## src/hw/rtl/sobel_edge_threshold_assert.svh

```systemverilog
// Assertion helpers shared by the Sobel block. Every module that uses them
// has a clock named aclk and a synchronous active-low reset named aresetn.
`ifndef SOBEL_EDGE_THRESHOLD_ASSERT_SVH
`define SOBEL_EDGE_THRESHOLD_ASSERT_SVH

// The consequent must hold in the same cycle as the antecedent.
`define SOBEL_ASSERT_NOW(name, ante, cons, msg) \
    name: assert property (@(posedge aclk) disable iff (!aresetn) (ante) |-> (cons)) \
        else $error(msg);

// The consequent must hold in the cycle after the antecedent.
`define SOBEL_ASSERT_NEXT(name, ante, cons, msg) \
    name: assert property (@(posedge aclk) disable iff (!aresetn) (ante) |=> (cons)) \
        else $error(msg);

`endif

```

## src/hw/rtl/sobel_pkg.sv

```systemverilog
package sobel_pkg;

    // Field widths of the result word.
    localparam int COL_W = 11;
    localparam int ROW_W = 16;

    // Configuration register widths and indexes.
    localparam int CFG_ADDR_W = 2;
    localparam int CFG_DATA_W = 16;
    localparam int WIDTH_REG_W = 12;
    localparam int HEIGHT_REG_W = 16;
    localparam int THRESH_REG_W = 11;
    localparam int LIM_SQ_W = 23;

    localparam logic [CFG_ADDR_W-1:0] REG_IMAGE_WIDTH = 2'd0;
    localparam logic [CFG_ADDR_W-1:0] REG_IMAGE_HEIGHT = 2'd1;
    localparam logic [CFG_ADDR_W-1:0] REG_EDGE_THRESHOLD = 2'd2;

    localparam logic [WIDTH_REG_W-1:0] WIDTH_RESET = 12'd640;
    localparam logic [HEIGHT_REG_W-1:0] HEIGHT_RESET = 16'd480;
    localparam logic [THRESH_REG_W-1:0] THRESH_RESET = 11'd50;
    localparam logic [LIM_SQ_W-1:0] LIM_SQ_RESET = 23'd2601;

    // Queue between the window front end and the gradient back end.
    localparam int Q_DEPTH = 4;
    localparam int Q_AW = 2;
    localparam int Q_CW = 3;

    localparam int IN_TDATA_W = 8;
    localparam int OUT_TDATA_W = 32;

    // Coordinates and frame marker that travel with each window.
    typedef struct packed {
        logic             last;
        logic [ROW_W-1:0] row;
        logic [COL_W-1:0] column;
    } meta_t;

    // Queue status seen by both sides.
    typedef struct packed {
        logic [Q_CW-1:0] level;
        logic            nonempty;
    } q_stat_t;

endpackage

```

## src/hw/rtl/sobel_back.sv

```systemverilog
`include "sobel_edge_threshold_assert.svh"

module sobel_back #(
    parameter int PIXEL_BITS = 8,
    localparam int QW = $bits(sobel_pkg::meta_t) + 9 * PIXEL_BITS
) (
    input  logic                               aclk,
    input  logic                               aresetn,
    input  sobel_pkg::q_stat_t                 q_stat,
    input  logic [QW-1:0]                      q_data,
    output logic                               q_pop,
    input  logic [sobel_pkg::LIM_SQ_W-1:0]     lim_sq,
    output logic                               m_tvalid,
    input  logic                               m_tready,
    output logic [sobel_pkg::OUT_TDATA_W-1:0]  m_tdata,
    output logic                               m_tlast
);

    localparam int PB    = PIXEL_BITS;
    localparam int SW    = PB + 2;
    localparam int MAG_W = 2 * SW + 1;
    localparam int CMP_W = (MAG_W > sobel_pkg::LIM_SQ_W) ? MAG_W : sobel_pkg::LIM_SQ_W;

    logic [PB-1:0]          pix [9];
    sobel_pkg::meta_t       q_meta;
    logic [SW-1:0]          pos_x, neg_x, pos_y, neg_y;
    logic signed [SW:0]     sx, sy, abs_x_full, abs_y_full;

    logic                   b1_valid_reg;
    logic [SW-1:0]          b1_ax_reg, b1_ay_reg;
    sobel_pkg::meta_t       b1_meta_reg;

    logic                   b2_valid_reg;
    logic [2*SW-1:0]        b2_sqx_reg, b2_sqy_reg;
    sobel_pkg::meta_t       b2_meta_reg;

    logic                   out_valid_reg;
    logic                   out_edge_reg;
    sobel_pkg::meta_t       out_meta_reg;

    logic                   rdy_out, rdy_b2, rdy_b1;
    logic [MAG_W-1:0]       mag2;

    assign rdy_out = !out_valid_reg || m_tready;
    assign rdy_b2  = !b2_valid_reg || rdy_out;
    assign rdy_b1  = !b1_valid_reg || rdy_b2;
    assign q_pop   = q_stat.nonempty && rdy_b1;

    // Window pixel k sits at column k/3, row k%3, with the top row first.
    always_comb begin
        for (int k = 0; k < 9; k++) begin
            pix[k] = q_data[k*PB +: PB];
        end
        q_meta = q_data[9*PB +: $bits(sobel_pkg::meta_t)];
    end

    always_comb begin
        pos_x = SW'(pix[6]) + (SW'(pix[7]) << 1) + SW'(pix[8]);
        neg_x = SW'(pix[0]) + (SW'(pix[1]) << 1) + SW'(pix[2]);
        pos_y = SW'(pix[2]) + (SW'(pix[5]) << 1) + SW'(pix[8]);
        neg_y = SW'(pix[0]) + (SW'(pix[3]) << 1) + SW'(pix[6]);
        sx = $signed({1'b0, pos_x}) - $signed({1'b0, neg_x});
        sy = $signed({1'b0, pos_y}) - $signed({1'b0, neg_y});
        abs_x_full = sx[SW] ? -sx : sx;
        abs_y_full = sy[SW] ? -sy : sy;
    end

    assign mag2 = {1'b0, b2_sqx_reg} + {1'b0, b2_sqy_reg};

    always_ff @(posedge aclk) begin
        if (!aresetn) begin
            b1_valid_reg  <= 1'b0;
            b2_valid_reg  <= 1'b0;
            out_valid_reg <= 1'b0;
        end else begin
            if (rdy_b1) begin
                b1_valid_reg <= q_stat.nonempty;
            end
            if (rdy_b2) begin
                b2_valid_reg <= b1_valid_reg;
            end
            if (rdy_out) begin
                out_valid_reg <= b2_valid_reg;
            end
        end
    end

    always_ff @(posedge aclk) begin
        if (q_pop) begin
            b1_ax_reg   <= abs_x_full[SW-1:0];
            b1_ay_reg   <= abs_y_full[SW-1:0];
            b1_meta_reg <= q_meta;
        end
        if (rdy_b2 && b1_valid_reg) begin
            b2_sqx_reg  <= b1_ax_reg * b1_ax_reg;
            b2_sqy_reg  <= b1_ay_reg * b1_ay_reg;
            b2_meta_reg <= b1_meta_reg;
        end
        if (rdy_out && b2_valid_reg) begin
            out_edge_reg <= (CMP_W'(mag2) >= CMP_W'(lim_sq));
            out_meta_reg <= b2_meta_reg;
        end
    end

    assign m_tvalid = out_valid_reg;
    assign m_tlast  = out_meta_reg.last;
    // m_tdata from bit 0: column[10:0], row[26:11], edge_res[27], zero fill.
    assign m_tdata  = {4'd0, out_edge_reg, out_meta_reg.row, out_meta_reg.column};

    `SOBEL_ASSERT_NEXT(a_stage_hold, b2_valid_reg && !rdy_out, b2_valid_reg && $stable(b2_sqx_reg) && $stable(b2_meta_reg), "square stage changed while stalled")
    `SOBEL_ASSERT_NOW(a_pop_has_room, q_pop, !b1_valid_reg || rdy_b2, "window taken with no room in first stage")

endmodule

```

## config.mk

```make
export PLATFORM = sky130hd
export DESIGN_NAME = sobel_back
export DESIGN_NICKNAME = d
export VERILOG_FILES = /design/src/hw/rtl/sobel_pkg.sv /design/src/hw/rtl/sobel_back.sv
export VERILOG_INCLUDE_DIRS = /design/src /design/src/hw/rtl
export SDC_FILE = /design/constraint.sdc
export NUM_CORES = 1
export LEC_CHECK = 0
export BUFFER_PORTS_ARGS = -buffer_cell sky130_fd_sc_hd__buf_2
export CAP_MARGIN = 20
export CORE_UTILIZATION = 40
export CTS_CLUSTER_DIAMETER = 200
export DETAILED_ROUTE_END_ITERATION = 8
export SLEW_MARGIN = 10
export SYNTH_ARGS = -nofsm -noshare
export SYNTH_HDL_FRONTEND = slang
export SYNTH_SLANG_ARGS = --single-unit
```

## constraint.sdc

```tcl
create_clock -name aclk -period 7.9 [get_ports aclk]
set_clock_uncertainty 0.15 [all_clocks]
set_input_delay 0.79 -clock aclk [delete_from_list [all_inputs] [get_ports aclk]]
set_output_delay 0.79 -clock aclk [all_outputs]
set_load 0.02 [all_outputs]
```

==> results.sh <==
export IMPL_outcome="completed"
export IMPL_dr_pass1_iters=4
export IMPL_overflow=0
export IMPL_finalCritPeriodShare_pct=72.9
export IMPL_core_area_mm2=0.0345
export IMPL_drcViolationCount=0
export IMPL_setup_violations=0
export IMPL_cts_max_level=4
export IMPL_clock_sinks=146
export IMPL_place_ws_ps=2140
export IMPL_max_clock_freq_mhz=174
export IMPL_cts_setup_buffers=0
export IMPL_yosysMostFrequentCell="inv_1"
export IMPL_final_nets=1900
export IMPL_critPathRequiredTime_ps=7890
export IMPL_drv_cap=0
export IMPL_holdPathEnd="m_tdata[22]$_DFFE_PP_"
export IMPL_die_x_um=189
export IMPL_clk_pin_slew_worst_paths_ps=70
export IMPL_floorplan_rows=68
export IMPL_async_flop_share_pct=0
export IMPL_ys_ff_latch=146
export IMPL_crit_path_start="b1_ax_reg[1]$_DFFE_PP_"
export IMPL_rsz0062_at_grt="no"
export IMPL_crit_type="flip-flop to flip-flop"
export IMPL_fin_cells=1919
export IMPL_clockRootBuffer="clkbuf_16"
export IMPL_relSlewSlack_pct=44.4
export IMPL_grt_pass1_wl_um=43900
export IMPL_avgSynthCellArea_um2=10.8
export IMPL_drtIter0Drc=279
export IMPL_hp_start="b2_meta_reg[22]$_DFFE_PP_"
export IMPL_synth_warnings=0
export IMPL_synthTopCellsByArea="edfxtp_1 (31%), fa_1 (22%), ha_1 (15%), inv_1 (8.3%), xnor2_1 (3.5%)"
export IMPL_hp_class="flip-flop to flip-flop"
export IMPL_place_gp_congestion=0.919
export IMPL_drive_gt1_share_pct=13.9
export IMPL_antenna_found_initial=2
export IMPL_cp_start_kind="flip-flop"
export IMPL_syn_inst=1299
export IMPL_wirelength_um=26300
export IMPL_hold_violations=0
export IMPL_reg2reg_to="b2_sqx_reg[18]$_DFFE_PP_"
export IMPL_cts_resized=0
export IMPL_die_area_mm2=0.0357
export IMPL_synth_distinct_cells=57
export IMPL_dieHeight_um=189
export IMPL_crit_path_max_fanout=13
export IMPL_synth_commonest_cells="inv_1 (308), ha_1 (164), fa_1 (156)"
export IMPL_numCtsBuffers=17
export IMPL_initial_utilization_pct=40.6
export IMPL_drv_slew=0
export IMPL_clk_path_buf_depth=2
export IMPL_grt_usage_pct=15.3
export IMPL_dp_hpwl_um=22500
export IMPL_whs_path_depth=0
export IMPL_grt_pass1_vias=9542
export IMPL_worst_slack_ps=2140
export IMPL_cts_tree="built"
export IMPL_cts_hold_buffers=0
export IMPL_grt_max_degree=67
export IMPL_r2r_start="b1_ax_reg[1]$_DFFE_PP_"
export IMPL_rr_worst_depth=16
export IMPL_wl_per_cell_um=13.7
export IMPL_yosysSeqAreaShare_pct=31.1
export IMPL_place_inst=1886
export IMPL_io_pins=165
export IMPL_ys_flop_type="edfxtp_1"
export IMPL_synth_top_area_share_pct=30.7
export IMPL_synth_edf_count=143
export IMPL_arrival_ps=5750
export IMPL_via_per_inst=4.70
export IMPL_insertion_delay_ps=420
export IMPL_ant_nets=0
export IMPL_fin_crit_ps=5760
export IMPL_areaGrowthSynthToFinish_pct=13.1
export IMPL_r2r_slack_ps=2140
export IMPL_worstSetupEndpointType="flip-flop"
export IMPL_via_count=9022
export IMPL_final_setup_tns_ps=0
export IMPL_synthesis_area_mm2=0.0140
export IMPL_port_buffers=149
export IMPL_yosysTopAreaCell="edfxtp_1"
export IMPL_worst_slew_pin_slew_ps=834
==> through the flow <==
step,utilization (%),hold WS [ps],instance area [µm²]
global placement,44.3,251,15300
finish,45.9,264,15800
floorplan,-,250,14000
CTS,45.9,267,15800
global route,45.9,272,15800
detailed placement,44.3,255,15300
==> how the worst max path moves through the flow <==
stage                               end  depth (start not counted)
3_3_place_gp   b2_sqx_reg[19]$_DFFE_PP_                         18
3_5_place_dp   b2_sqx_reg[18]$_DFFE_PP_                         16
4_1_cts        b2_sqx_reg[18]$_DFFE_PP_                         16
5_1_grt        b2_sqx_reg[18]$_DFFE_PP_                         16
2_1_floorplan                     q_pop                          3
6_report       b2_sqx_reg[18]$_DFFE_PP_                         16
==> worst max-delay path: stages (launching register included) <==
cell and delay (ps):
edfxtp_1 640, and2_1 320, fa_1 540, fa_1 420, ha_1 330, fa_1 530, inv_1 50, fa_1 530
inv_1 40, ha_1 360, nand2_1 110, o211a_1 160, o21bai_1 120, a211oi_1 390, o21ai_0 240, a221oi_1 370
xnor2_1 170
==> cells in the final DEF (no fill, tap or decap), types with 6 or more instances in the layout <==
cell	n
ha_1	164
nand4_1	7
nand3_1	10
buf_2	149
o21ai_0	25
a211oi_1	10
a21o_1	34
nor2b_1	21
clkbuf_16	17
xnor2_1	56
nor2_1	47
inv_1	308
fa_1	156
and3_1	6
o21a_1	13
nand2_1	60
edfxtp_1	143
and2_1	51
xor2_1	31
nand2b_1	6
a21oi_1	53
==> final cells by class <==
cell class                 count  area [µm²]
clock buffer                  17         425
tap                          455         569
antenna                        1        2.50
fill                        3247       18600
clock inverter                15         141
multi-input combinational    825        8410
timing repair buffer         152         768
inverter                     308        1160
sequential                   146        4350
==> routing by layer <==
metal / up-vias / share of wire (%) / global-route usage (%)
met2: 215 / 49 / 27.4
met3: 35 / 4.9 / 2.71
met1: 4266 / 44 / 18.5
li1: 4502 / - / -
met4: 4 / 2.0 / 4.68
met5: - / 0.12 / 0
==> logic make-up (layout without fill, tap and decap cells) <==
kind of cell / after synthesis / after routing / share of synthesized area (%)
other: 1 / 5 / 0.0268
muxes: 5 / 5 / 0.385
AOI/OAI and AO/OA: 182 / 182 / 8.84
buffers and inverters: 331 / 492 / 9.02
xor gates and xnor gates: 87 / 87 / 5.45
and+or+nand+nor: 227 / 227 / 8.17
DFF: 146 / 146 / 31.1
adders and majority gates: 320 / 320 / 37.0
Power is not shown: default switching activity piles up to over one toggle a cycle in this logic, so the estimate is an artifact.
